File: src/rtl/gci_pkg.sv
package gci_pkg;

    localparam int FRAC_BITS = 8;
    localparam int DELTA_W   = 16;
    localparam int POS_W     = 25;
    localparam int RAD_W     = 16;
    localparam int STEP_W    = 10;
    localparam int IDLE_W    = 8;
    localparam int PROD_W    = 2 * POS_W;
    // magnitude of a product of two position-range values
    localparam int QUO_W     = 2 * POS_W - 1;

    localparam int IN_DATA_W  = 2 * DELTA_W;
    localparam int OUT_DATA_W = ((2 * POS_W + 7) / 8) * 8;

    localparam int CFG_IDX_W  = 2;
    localparam int CFG_DATA_W = RAD_W;

    localparam logic [CFG_IDX_W-1:0] CFG_MAX_RADIUS = 2'd0;
    localparam logic [CFG_IDX_W-1:0] CFG_STEP_SIZE  = 2'd1;
    localparam logic [CFG_IDX_W-1:0] CFG_IDLE_LIMIT = 2'd2;

    localparam logic [RAD_W-1:0]  RST_MAX_RADIUS = 16'd10000;
    localparam logic [STEP_W-1:0] RST_STEP_SIZE  = 10'd10;
    localparam logic [IDLE_W-1:0] RST_IDLE_LIMIT = 8'd10;

    localparam logic signed [POS_W-1:0] POS_MAX = {1'b0, {(POS_W-1){1'b1}}};
    localparam logic signed [POS_W-1:0] POS_MIN = {1'b1, {(POS_W-1){1'b0}}};

    typedef enum logic [3:0] {
        ST_IDLE,
        ST_SQX,
        ST_SQY,
        ST_RSQ,
        ST_CMP,
        ST_STEP,
        ST_PROD,
        ST_DIV,
        ST_NEAR,
        ST_DONE
    } state_t;

    // one-bit-wider value clamped back into the position range
    function automatic logic signed [POS_W-1:0] sat_pos(input logic signed [POS_W:0] v);
        logic signed [POS_W-1:0] r;
        if (v[POS_W] != v[POS_W-1])
        begin
            r = v[POS_W] ? POS_MIN : POS_MAX;
        end
        else
        begin
            r = v[POS_W-1:0];
        end
        return r;
    endfunction

endpackage

File: src/rtl/gci_mul.sv
module gci_mul (
    input  logic                                clk,
    input  logic signed [gci_pkg::POS_W-1:0]    a,
    input  logic signed [gci_pkg::POS_W-1:0]    b,
    output logic signed [gci_pkg::PROD_W-1:0]   prod
);
    import gci_pkg::*;

    logic signed [PROD_W-1:0] prod_reg;

    // registered product
    always_ff @(posedge clk)
    begin
        prod_reg <= a * b;
    end

    assign prod = prod_reg;

endmodule

File: src/rtl/gci_div.sv
module gci_div (
    input  logic                                clk,
    input  logic                                rst_n,
    input  logic                                start,
    input  logic signed [gci_pkg::PROD_W-1:0]   dividend,
    input  logic signed [gci_pkg::POS_W-1:0]    divisor,
    output logic                                done,
    output logic signed [gci_pkg::POS_W-1:0]    quotient
);
    import gci_pkg::*;

    localparam int CNT_W = $clog2(QUO_W + 1);
    localparam logic [QUO_W-1:0] POS_LIM = QUO_W'((64'd1 << (POS_W - 1)) - 64'd1);
    localparam logic [QUO_W-1:0] NEG_LIM = QUO_W'(64'd1 << (POS_W - 1));

    logic [QUO_W-1:0] num_reg;
    logic [POS_W-1:0] den_reg;
    logic [POS_W-1:0] rem_reg;
    logic             neg_reg;
    logic [CNT_W-1:0] cnt_reg;
    logic             busy_reg;
    logic             done_reg;

    logic [PROD_W-1:0] dvd_neg;
    logic [QUO_W-1:0]  dvd_abs;
    logic [POS_W:0]    dvs_ext;
    logic [POS_W:0]    dvs_neg;
    logic [POS_W-1:0]  dvs_abs;
    logic [POS_W:0]    rem_sh;
    logic [POS_W:0]    rem_dif;
    logic              rem_ge;
    logic [POS_W-1:0]  rem_next;
    logic [POS_W-1:0]  q_low_neg;

    assign dvd_neg = -dividend;
    assign dvd_abs = dividend[PROD_W-1] ? dvd_neg[QUO_W-1:0] : dividend[QUO_W-1:0];
    assign dvs_ext = {divisor[POS_W-1], divisor};
    assign dvs_neg = -dvs_ext;
    assign dvs_abs = divisor[POS_W-1] ? dvs_neg[POS_W-1:0] : dvs_ext[POS_W-1:0];

    // restoring step, one quotient bit per cycle
    assign rem_sh   = {rem_reg, num_reg[QUO_W-1]};
    assign rem_dif  = rem_sh - {1'b0, den_reg};
    assign rem_ge   = rem_sh >= {1'b0, den_reg};
    assign rem_next = rem_ge ? rem_dif[POS_W-1:0] : rem_sh[POS_W-1:0];

    always_ff @(posedge clk or negedge rst_n)
    begin
        if (!rst_n)
        begin
            busy_reg <= 1'b0;
            done_reg <= 1'b0;
            cnt_reg  <= '0;
        end
        else
        begin
            done_reg <= 1'b0;
            if (start)
            begin
                busy_reg <= 1'b1;
                cnt_reg  <= CNT_W'(QUO_W);
            end
            else if (busy_reg)
            begin
                cnt_reg <= cnt_reg - 1'b1;
                if (cnt_reg == CNT_W'(1))
                begin
                    busy_reg <= 1'b0;
                    done_reg <= 1'b1;
                end
            end
        end
    end

    always_ff @(posedge clk)
    begin
        if (start)
        begin
            num_reg <= dvd_abs;
            den_reg <= dvs_abs;
            rem_reg <= '0;
            neg_reg <= dividend[PROD_W-1] ^ divisor[POS_W-1];
        end
        else if (busy_reg)
        begin
            num_reg <= {num_reg[QUO_W-2:0], rem_ge};
            rem_reg <= rem_next;
        end
    end

    // truncated quotient, clamped to the position range
    assign q_low_neg = -num_reg[POS_W-1:0];

    always_comb
    begin
        if (neg_reg)
        begin
            quotient = (num_reg > NEG_LIM) ? POS_MIN : q_low_neg;
        end
        else
        begin
            quotient = (num_reg > POS_LIM) ? POS_MAX : num_reg[POS_W-1:0];
        end
    end

    assign done = done_reg;

endmodule

File: src/rtl/gyro_cursor_bounded_integrator_top.sv
// Bounded gyro cursor integrator. Each input beat carries one signed gyro
// delta pair; it is scaled to Q16.8, added to a saturating accumulator, and
// one output beat returns the shown cursor position plus an at_bound flag.
// When the accumulated point reaches the circle of radius max_radius
// (compared on squares), or the same deltas have repeated more than
// idle_limit times, the cursor steps inward along its ray by step_size.
// Timing: one beat at a time. A beat that needs no inward step goes from
// acceptance to the output register through three passes of the
// shared 25x25 multiplier for x^2, y^2 and r^2, then the compare, and the
// input is ready again in the cycle after the result is loaded. An inward
// step with a nonzero x also waits on the bit-serial divider (49 quotient
// bits, one per cycle) that computes the new y on the ray; a step with x
// at zero skips the divider. s_axis_tready is high only while the
// sequencer is idle; a finished result may wait in the output register
// while the next beat is accepted. The configuration channel is always
// ready; write it only while no beat is in flight.
module gyro_cursor_bounded_integrator_top (
    input  logic                                    clk,
    input  logic                                    rst_n,
    // slave side: [15:0] delta_x, [31:16] delta_y
    input  logic                                    s_axis_tvalid,
    output logic                                    s_axis_tready,
    input  logic [gci_pkg::IN_DATA_W-1:0]           s_axis_tdata,
    // master side: [24:0] pos_x, [49:25] pos_y, [55:50] zero
    output logic                                    m_axis_tvalid,
    input  logic                                    m_axis_tready,
    output logic [gci_pkg::OUT_DATA_W-1:0]          m_axis_tdata,
    // [0] at_bound
    output logic [0:0]                              m_axis_tuser,
    // configuration writes
    input  logic                                    cfg_valid,
    output logic                                    cfg_ready,
    input  logic [gci_pkg::CFG_IDX_W-1:0]           cfg_index,
    input  logic [gci_pkg::CFG_DATA_W-1:0]          cfg_data
);
    import gci_pkg::*;

    localparam int EXT_PAD = POS_W + 1 - DELTA_W - FRAC_BITS;
    localparam int S_W     = STEP_W + FRAC_BITS;

    // configuration
    logic [RAD_W-1:0]  max_radius_reg;
    logic [STEP_W-1:0] step_size_reg;
    logic [IDLE_W-1:0] idle_limit_reg;

    // tick state
    state_t                   state_reg;
    state_t                   state_next;
    logic signed [POS_W-1:0]  accum_x_reg;
    logic signed [POS_W-1:0]  accum_y_reg;
    logic signed [POS_W-1:0]  shown_x_reg;
    logic signed [POS_W-1:0]  shown_y_reg;
    logic signed [DELTA_W-1:0] bound_dx_reg;
    logic signed [DELTA_W-1:0] bound_dy_reg;
    logic signed [DELTA_W-1:0] moved_dx_reg;
    logic signed [DELTA_W-1:0] moved_dy_reg;
    logic [IDLE_W-1:0]        idle_ticks_reg;
    logic                     bound_flag_reg;

    // working registers for the beat in flight
    logic signed [DELTA_W-1:0] dx_reg;
    logic signed [DELTA_W-1:0] dy_reg;
    logic [PROD_W-1:0]        sum_reg;
    logic signed [POS_W-1:0]  nx_reg;
    logic                     drift_reg;

    // output register
    logic                     m_valid_reg;
    logic signed [POS_W-1:0]  pos_x_reg;
    logic signed [POS_W-1:0]  pos_y_reg;
    logic                     at_bound_reg;

    // input side
    logic signed [DELTA_W-1:0] in_dx;
    logic signed [DELTA_W-1:0] in_dy;
    logic signed [POS_W:0]    acc_x_wide;
    logic signed [POS_W:0]    acc_y_wide;
    logic signed [POS_W-1:0]  acc_x_sat;
    logic signed [POS_W-1:0]  acc_y_sat;
    logic                     restore;
    logic                     in_accept;

    // shared multiplier
    logic signed [POS_W-1:0]  mul_a;
    logic signed [POS_W-1:0]  mul_b;
    logic signed [PROD_W-1:0] mul_prod;
    logic signed [POS_W-1:0]  radius_q;

    // compare and step
    logic                     at_bnd;
    logic                     moved_same;
    logic [IDLE_W-1:0]        idle_inc;
    logic                     drift_go;
    logic [POS_W:0]           s_ext;
    logic signed [POS_W:0]    sx_ext;
    logic signed [POS_W:0]    sy_ext;
    logic signed [POS_W:0]    nx_wide;
    logic signed [POS_W-1:0]  nx_sat;
    logic signed [POS_W:0]    ny0_wide;
    logic [POS_W:0]           abs_x;
    logic [POS_W:0]           abs_y;
    logic                     near;

    // divider
    logic                     div_start;
    logic                     div_done;
    logic signed [POS_W-1:0]  div_quo;

    logic                     m_load;

    assign in_dx     = s_axis_tdata[DELTA_W-1:0];
    assign in_dy     = s_axis_tdata[2*DELTA_W-1:DELTA_W];
    assign in_accept = s_axis_tvalid && s_axis_tready;

    // accumulate delta << FRAC_BITS with saturation
    assign acc_x_wide = {accum_x_reg[POS_W-1], accum_x_reg}
                      + {{EXT_PAD{in_dx[DELTA_W-1]}}, in_dx, {FRAC_BITS{1'b0}}};
    assign acc_y_wide = {accum_y_reg[POS_W-1], accum_y_reg}
                      + {{EXT_PAD{in_dy[DELTA_W-1]}}, in_dy, {FRAC_BITS{1'b0}}};
    assign acc_x_sat  = sat_pos(acc_x_wide);
    assign acc_y_sat  = sat_pos(acc_y_wide);
    // leaving the bound with both deltas changed snaps back to the cursor
    assign restore    = bound_flag_reg && (bound_dx_reg != in_dx) && (bound_dy_reg != in_dy);

    assign radius_q = {1'b0, max_radius_reg, {FRAC_BITS{1'b0}}};

    // squared distance vs squared radius; r^2 sits in the multiplier output
    assign at_bnd     = sum_reg >= {1'b0, mul_prod[QUO_W-1:0]};
    assign moved_same = (moved_dx_reg == dx_reg) && (moved_dy_reg == dy_reg);
    assign idle_inc   = (idle_ticks_reg == {IDLE_W{1'b1}}) ? idle_ticks_reg
                                                           : idle_ticks_reg + 1'b1;
    assign drift_go   = moved_same && (idle_inc > idle_limit_reg);

    // inward step along the ray
    assign s_ext   = {{(POS_W + 1 - S_W){1'b0}}, step_size_reg, {FRAC_BITS{1'b0}}};
    assign sx_ext  = {shown_x_reg[POS_W-1], shown_x_reg};
    assign sy_ext  = {shown_y_reg[POS_W-1], shown_y_reg};
    assign nx_wide = shown_x_reg[POS_W-1] ? sx_ext + $signed(s_ext) : sx_ext - $signed(s_ext);
    assign nx_sat  = sat_pos(nx_wide);

    always_comb
    begin
        if (shown_y_reg[POS_W-1])
        begin
            ny0_wide = sy_ext + $signed(s_ext);
        end
        else if (shown_y_reg != '0)
        begin
            ny0_wide = sy_ext - $signed(s_ext);
        end
        else
        begin
            ny0_wide = sy_ext;
        end
    end

    assign abs_x = shown_x_reg[POS_W-1] ? -sx_ext : sx_ext;
    assign abs_y = shown_y_reg[POS_W-1] ? -sy_ext : sy_ext;
    assign near  = (abs_x <= s_ext) && (abs_y <= s_ext);

    gci_mul u_mul (
        .clk  (clk),
        .a    (mul_a),
        .b    (mul_b),
        .prod (mul_prod)
    );

    gci_div u_div (
        .clk      (clk),
        .rst_n    (rst_n),
        .start    (div_start),
        .dividend (mul_prod),
        .divisor  (shown_x_reg),
        .done     (div_done),
        .quotient (div_quo)
    );

    // next state
    always_comb
    begin
        state_next = state_reg;
        case (state_reg)
            ST_IDLE:
            begin
                if (s_axis_tvalid)
                begin
                    state_next = ST_SQX;
                end
            end
            ST_SQX:  state_next = ST_SQY;
            ST_SQY:  state_next = ST_RSQ;
            ST_RSQ:  state_next = ST_CMP;
            ST_CMP:
            begin
                state_next = (at_bnd || drift_go) ? ST_STEP : ST_DONE;
            end
            ST_STEP:
            begin
                state_next = (shown_x_reg != '0) ? ST_PROD : ST_NEAR;
            end
            ST_PROD: state_next = ST_DIV;
            ST_DIV:
            begin
                if (div_done)
                begin
                    state_next = ST_NEAR;
                end
            end
            ST_NEAR: state_next = ST_DONE;
            ST_DONE:
            begin
                if (!m_valid_reg || m_axis_tready)
                begin
                    state_next = ST_IDLE;
                end
            end
            default: state_next = ST_IDLE;
        endcase
    end

    // sequencer outputs
    always_comb
    begin
        s_axis_tready = 1'b0;
        div_start     = 1'b0;
        m_load        = 1'b0;
        mul_a         = accum_x_reg;
        mul_b         = accum_x_reg;
        case (state_reg)
            ST_IDLE: s_axis_tready = 1'b1;
            ST_SQX:
            begin
                mul_a = accum_x_reg;
                mul_b = accum_x_reg;
            end
            ST_SQY:
            begin
                mul_a = accum_y_reg;
                mul_b = accum_y_reg;
            end
            ST_RSQ:
            begin
                mul_a = radius_q;
                mul_b = radius_q;
            end
            ST_STEP:
            begin
                mul_a = shown_y_reg;
                mul_b = nx_sat;
            end
            ST_PROD: div_start = 1'b1;
            ST_DONE: m_load = !m_valid_reg || m_axis_tready;
            default:
            begin
                mul_a = accum_x_reg;
                mul_b = accum_x_reg;
            end
        endcase
    end

    always_ff @(posedge clk or negedge rst_n)
    begin
        if (!rst_n)
        begin
            state_reg <= ST_IDLE;
        end
        else
        begin
            state_reg <= state_next;
        end
    end

    assign cfg_ready = 1'b1;

    always_ff @(posedge clk or negedge rst_n)
    begin
        if (!rst_n)
        begin
            max_radius_reg <= RST_MAX_RADIUS;
            step_size_reg  <= RST_STEP_SIZE;
            idle_limit_reg <= RST_IDLE_LIMIT;
        end
        else if (cfg_valid)
        begin
            case (cfg_index)
                CFG_MAX_RADIUS: max_radius_reg <= cfg_data;
                CFG_STEP_SIZE:  step_size_reg  <= cfg_data[STEP_W-1:0];
                CFG_IDLE_LIMIT: idle_limit_reg <= cfg_data[IDLE_W-1:0];
                default:        ;
            endcase
        end
    end

    // tick state
    always_ff @(posedge clk or negedge rst_n)
    begin
        if (!rst_n)
        begin
            accum_x_reg    <= '0;
            accum_y_reg    <= '0;
            shown_x_reg    <= '0;
            shown_y_reg    <= '0;
            bound_dx_reg   <= '0;
            bound_dy_reg   <= '0;
            moved_dx_reg   <= '0;
            moved_dy_reg   <= '0;
            idle_ticks_reg <= '0;
            bound_flag_reg <= 1'b0;
            drift_reg      <= 1'b0;
        end
        else
        begin
            case (state_reg)
                ST_IDLE:
                begin
                    if (in_accept)
                    begin
                        accum_x_reg <= restore ? shown_x_reg : acc_x_sat;
                        accum_y_reg <= restore ? shown_y_reg : acc_y_sat;
                    end
                end
                ST_CMP:
                begin
                    if (at_bnd)
                    begin
                        bound_flag_reg <= 1'b1;
                        bound_dx_reg   <= dx_reg;
                        bound_dy_reg   <= dy_reg;
                        drift_reg      <= 1'b0;
                    end
                    else
                    begin
                        bound_flag_reg <= 1'b0;
                        drift_reg      <= 1'b1;
                        if (moved_same)
                        begin
                            idle_ticks_reg <= idle_inc;
                        end
                        else
                        begin
                            idle_ticks_reg <= '0;
                            shown_x_reg    <= accum_x_reg;
                            shown_y_reg    <= accum_y_reg;
                            moved_dx_reg   <= dx_reg;
                            moved_dy_reg   <= dy_reg;
                        end
                    end
                end
                ST_STEP:
                begin
                    if (shown_x_reg == '0)
                    begin
                        shown_y_reg <= sat_pos(ny0_wide);
                    end
                end
                ST_DIV:
                begin
                    if (div_done)
                    begin
                        shown_x_reg <= nx_reg;
                        shown_y_reg <= div_quo;
                    end
                end
                ST_NEAR:
                begin
                    if (near)
                    begin
                        accum_x_reg <= '0;
                        accum_y_reg <= '0;
                    end
                    else if (drift_reg)
                    begin
                        accum_x_reg <= shown_x_reg;
                        accum_y_reg <= shown_y_reg;
                    end
                end
                default: ;
            endcase
        end
    end

    // working payload
    always_ff @(posedge clk)
    begin
        if (in_accept)
        begin
            dx_reg <= in_dx;
            dy_reg <= in_dy;
        end
        if (state_reg == ST_SQY)
        begin
            sum_reg <= {1'b0, mul_prod[QUO_W-1:0]};
        end
        else if (state_reg == ST_RSQ)
        begin
            sum_reg <= sum_reg + {1'b0, mul_prod[QUO_W-1:0]};
        end
        if (state_reg == ST_STEP)
        begin
            nx_reg <= nx_sat;
        end
    end

    // output register
    always_ff @(posedge clk or negedge rst_n)
    begin
        if (!rst_n)
        begin
            m_valid_reg <= 1'b0;
        end
        else if (m_load)
        begin
            m_valid_reg <= 1'b1;
        end
        else if (m_axis_tready)
        begin
            m_valid_reg <= 1'b0;
        end
    end

    always_ff @(posedge clk)
    begin
        if (m_load)
        begin
            pos_x_reg    <= shown_x_reg;
            pos_y_reg    <= shown_y_reg;
            at_bound_reg <= bound_flag_reg;
        end
    end

    assign m_axis_tvalid = m_valid_reg;
    assign m_axis_tdata  = {{(OUT_DATA_W - 2*POS_W){1'b0}}, pos_y_reg, pos_x_reg};
    assign m_axis_tuser  = at_bound_reg;

    // one beat at a time
    a_one_beat: assert property (@(posedge clk) disable iff (!rst_n)
        in_accept |=> !s_axis_tready)
        else $error("input accepted while a beat is in flight");

    // ray division only runs with a nonzero x
    a_div_nonzero: assert property (@(posedge clk) disable iff (!rst_n)
        state_reg == ST_PROD |-> shown_x_reg != '0)
        else $error("division started with zero divisor");

    // near-origin step clears the accumulator
    a_near_clear: assert property (@(posedge clk) disable iff (!rst_n)
        (state_reg == ST_NEAR) && near |=> (accum_x_reg == '0) && (accum_y_reg == '0))
        else $error("accumulator not cleared near origin");

    // the divider wait is only entered from the product state
    a_div_entry: assert property (@(posedge clk) disable iff (!rst_n)
        (state_reg == ST_DIV) && ($past(state_reg) != ST_DIV) |-> $past(state_reg) == ST_PROD)
        else $error("divider wait entered out of sequence");

endmodule
File: config.mk
export PLATFORM = sky130hd
export DESIGN_NAME = gyro_cursor_bounded_integrator_top
export DESIGN_NICKNAME = d
export VERILOG_FILES = /design/src/rtl/gci_pkg.sv /design/src/rtl/gci_mul.sv /design/src/rtl/gci_div.sv /design/src/rtl/gyro_cursor_bounded_integrator_top.sv
export SDC_FILE = /design/constraint.sdc
export NUM_CORES = 2
export LEC_CHECK = 0
export BUFFER_PORTS_ARGS = -buffer_cell sky130_fd_sc_hd__buf_2
export CAP_MARGIN = 10
export CELL_PAD_IN_SITES_DETAIL_PLACEMENT = 0
export CELL_PAD_IN_SITES_GLOBAL_PLACEMENT = 1
export CORE_ASPECT_RATIO = 1.4
export CORE_UTILIZATION = 47
export DETAILED_ROUTE_END_ITERATION = 10
export GPL_ROUTABILITY_DRIVEN = 0
export MAX_ROUTING_LAYER = met4
export PLACE_DENSITY = 0.87
export REMOVE_ABC_BUFFERS = 1
export SLEW_MARGIN = 20
export SYNTH_ARGS = -nofsm -noshare
export SYNTH_HDL_FRONTEND = slang
export SYNTH_HIERARCHICAL = 1
export SYNTH_SLANG_ARGS = --single-unit
File: constraint.sdc
create_clock -name clk -period 23.8 [get_ports clk]
set_input_delay 1.19 -clock clk [delete_from_list [all_inputs] [get_ports clk]]
set_output_delay 1.19 -clock clk [all_outputs]
set_load 0.01 [all_outputs]
==> run metrics <==
# hold bufs at CTS=0; post-synthesis mux area share=3.296%; EDFF count, synth=232; Post-Synth Simple-Gate Area=15.74%; sequential fraction of the synthesis area=23.88%; slowest CP cell=fa_1; Yosys warnings=6; FFs w/ async S/R, synth=41.78%; Register-to-Register Path Depth=38; CP Max Fanout=25; adder-cell share of the synthesized area=30.83%; # Post-CTS Setup Buffers=0; Worst setup SP type=flop; Nets=7426; Max-Cap Viols=0; Synth area leaders=fa_1 23%, edfxtp_1 12%, dfrtp_1 9.0%, ha_1 8.0%, inv_1 5.8%; HP Class=reg2reg; stages on the worst setup path=38; I/O Buffers=107; Final Hold Fails=0; most frequent CP cell=fa_1; Sink Count=529; compound-cell area share of the yosys netlist=13.16%; root buffer cell=clkbuf_16; fin crit share=53.77%; RR Endpoint=u_mul/prod[49]; Cell Rows=153; Final setup viols=0; unrepaired setup endpoints after global routing=no; clock buffer count from CTS=54; Arrival @ worst endpoint=13320 ps; Setup TNS=0 ps; core area=0.1240 sq mm; total track usage=29.39%; status=complete, no violations; largest net degree at the start of global routing=98; Mapped Area=0.05876 sq mm; pre-CTS setup slack=11170 ps; Worst-Margin Slew=1242 ps; Worst-path clk slew=80 ps; # fillers=11423; Setup crit end=u_mul/prod[49]; min Tclk post-route=12800 ps; Initial Utilization=47.36%; count of boundary I/O pins=115; first-pass GRT wire length=277400 um; top cells by count, synth=910 x inv_1, 665 x fa_1, 620 x nand2_1, 375 x ha_1, 359 x nor2_1; post-layout instance area=0.06302 sq mm; syn_area_per_cell=9.227 sq um; Yosys cell types=108; critical path's largest stage delay=1120 ps; CP top delay family=adder cells; Routed Antenna Nets=0; Syn Inst Count=6368; top-area cell type share of the netlist area=22.66%; drt initial violations=3660; total grt overflow=0; Vias=47233; Max Slew Vio Count=0; Top FF cell, synth=edfxtp_1; Finished Core Util=50.80%; relative slew slack=16.52%; WL final=179900 um; number of global-route vias before repair=48633; CTS tree=built; placed inst area=0.06105 sq mm; full die area=0.1265 sq mm; Clock Latency Late Sink=670 ps; Synth Area in XOR/XNOR=5.128%; CP startpoint=step_size_reg[1]; CP Data Required Time=24320 ps; P&R area growth vs syn=7.253%; Die Y-Extent=420.4 um; cell taking the most area after synthesis=fa_1; initial antenna violation count=6; routed vias/inst=5.896; dominant cell by count in the synthesized netlist=inv_1; dpl hpwl=137700 um; Worst setup EP type=flop; post-CTS resize count=0; CTS Buffer Depth=3; RR Startpoint=step_size_reg[1]; CP bufs+invs=5; H-tree depth=2; DIE WIDTH=300.8 um; DR DRC count=0; routed len/inst=22.46 um; Final Skew=34.28 ps; FF+latch count, synth=529; Setup CP Type=reg2reg; PnR worst setup slack=11000 ps; Pre-Repair DR Iteration Count=8; Max Fclk=0.07815 GHz; share of cells above drive strength 1=8.672%; R2R Setup Slk=11000 ps; largest family of logic cells by synthesized area=adder cells
-- through the flow --
stage | cells | hold slack [ps]
2_1_floorplan | 6061 | 446.9
3_3_place_gp | 7902 | 480.7
3_5_place_dp | 7902 | 484.4
4_1_cts | 8004 | 496.8
5_1_grt | 8010 | 517.2
6_report | 8011 | 495.3
-- worst min-delay path: stages (launching register included) --
cell and delay [ps]:
dfxtp_1 320, nand2_1 60, a311oi_1 70
-- cell type report --
| type | count | area [sq um] | area share (%) |
|---|---|---|---|
| Multi-Input combinational cell | 4618 | 40230 | 63.85 |
| Sequential cell | 529 | 14030 | 22.27 |
| Inverter | 914 | 3431 | 5.444 |
| Tap cell | 1627 | 2036 | 3.230 |
| Clock buffer | 69 | 1501 | 2.383 |
| Timing Repair Buffer | 214 | 1349 | 2.140 |
| Clock inverter | 33 | 417.9 | 0.6632 |
| Antenna cell | 7 | 17.52 | 0.02780 |
-- cell families after synthesis --
family                   after synthesis
multiplexers                         176
flip-flops                           529
adder cells (fa/ha/maj)             1051
buffers and inverters               1226
AO/OA/AOI/OAI                       1173
AND/OR/NAND/NOR                     1867
other                                  2
XOR/XNOR                             344
-- worst min-delay path by stage --
stage | from | end | slack [ps] | depth (start not counted)
2_1_floorplan | bound_flag_reg | m_axis_tuser | 450 | 0
5_1_grt | u_div/rem_reg[14] | u_div/rem_reg[14] | 520 | 2
3_3_place_gp | u_div/rem_reg[18] | u_div/rem_reg[18] | 480 | 2
3_5_place_dp | u_div/rem_reg[14] | u_div/rem_reg[14] | 480 | 2
6_report | u_div/rem_reg[4] | u_div/rem_reg[5] | 500 | 2
4_1_cts | u_div/rem_reg[14] | u_div/rem_reg[14] | 500 | 2
-- placed cells by master, fill, tap and decap left out, types with 46 or more instances in the layout --
| master | synthesis | layout |
|---|---|---|
| a211oi_1 | 46 | 46 |
| a21o_1 | 61 | 61 |
| a21oi_1 | 337 | 335 |
| and2_1 | 325 | 323 |
| buf_2 | 14 | 106 |
| buf_4 | 9 | 107 |
| clkbuf_16 | 0 | 57 |
| dfrtp_1 | 212 | 211 |
| dfxtp_1 | 76 | 76 |
| edfxtp_1 | 232 | 232 |
| fa_1 | 665 | 664 |
| ha_1 | 375 | 375 |
| inv_1 | 910 | 908 |
| mux2_2 | 140 | 140 |
| nand2_1 | 620 | 618 |
| nand3_1 | 90 | 90 |
| nand4_1 | 50 | 50 |
| nor2_1 | 359 | 357 |
| nor2b_1 | 58 | 57 |
| nor3_1 | 78 | 77 |
| nor4_1 | 61 | 60 |
| o21ai_0 | 242 | 213 |
| o21bai_1 | 48 | 48 |
| o31ai_1 | 61 | 61 |
| xnor2_1 | 225 | 224 |
| xor2_1 | 119 | 119 |
-- layer usage --
| metal | routed length [um] | share of wire, % | up-vias | GRT usage (%) |
|---|---|---|---|---|
| met3 | 10990 | 6.1 | 715 | 3.957 |
| met4 | 16450 | 9.1 | 0 | 22.30 |
| met5 | 0 | 0 | - | - |
| met2 | 89460 | 50 | 1944 | 49.66 |
| met1 | 63010 | 35 | 23418 | 31.25 |
| li1 | - | - | 21156 | - |
Power is not shown: default switching activity piles up to over one toggle a cycle in this logic, so the estimate is an artifact.
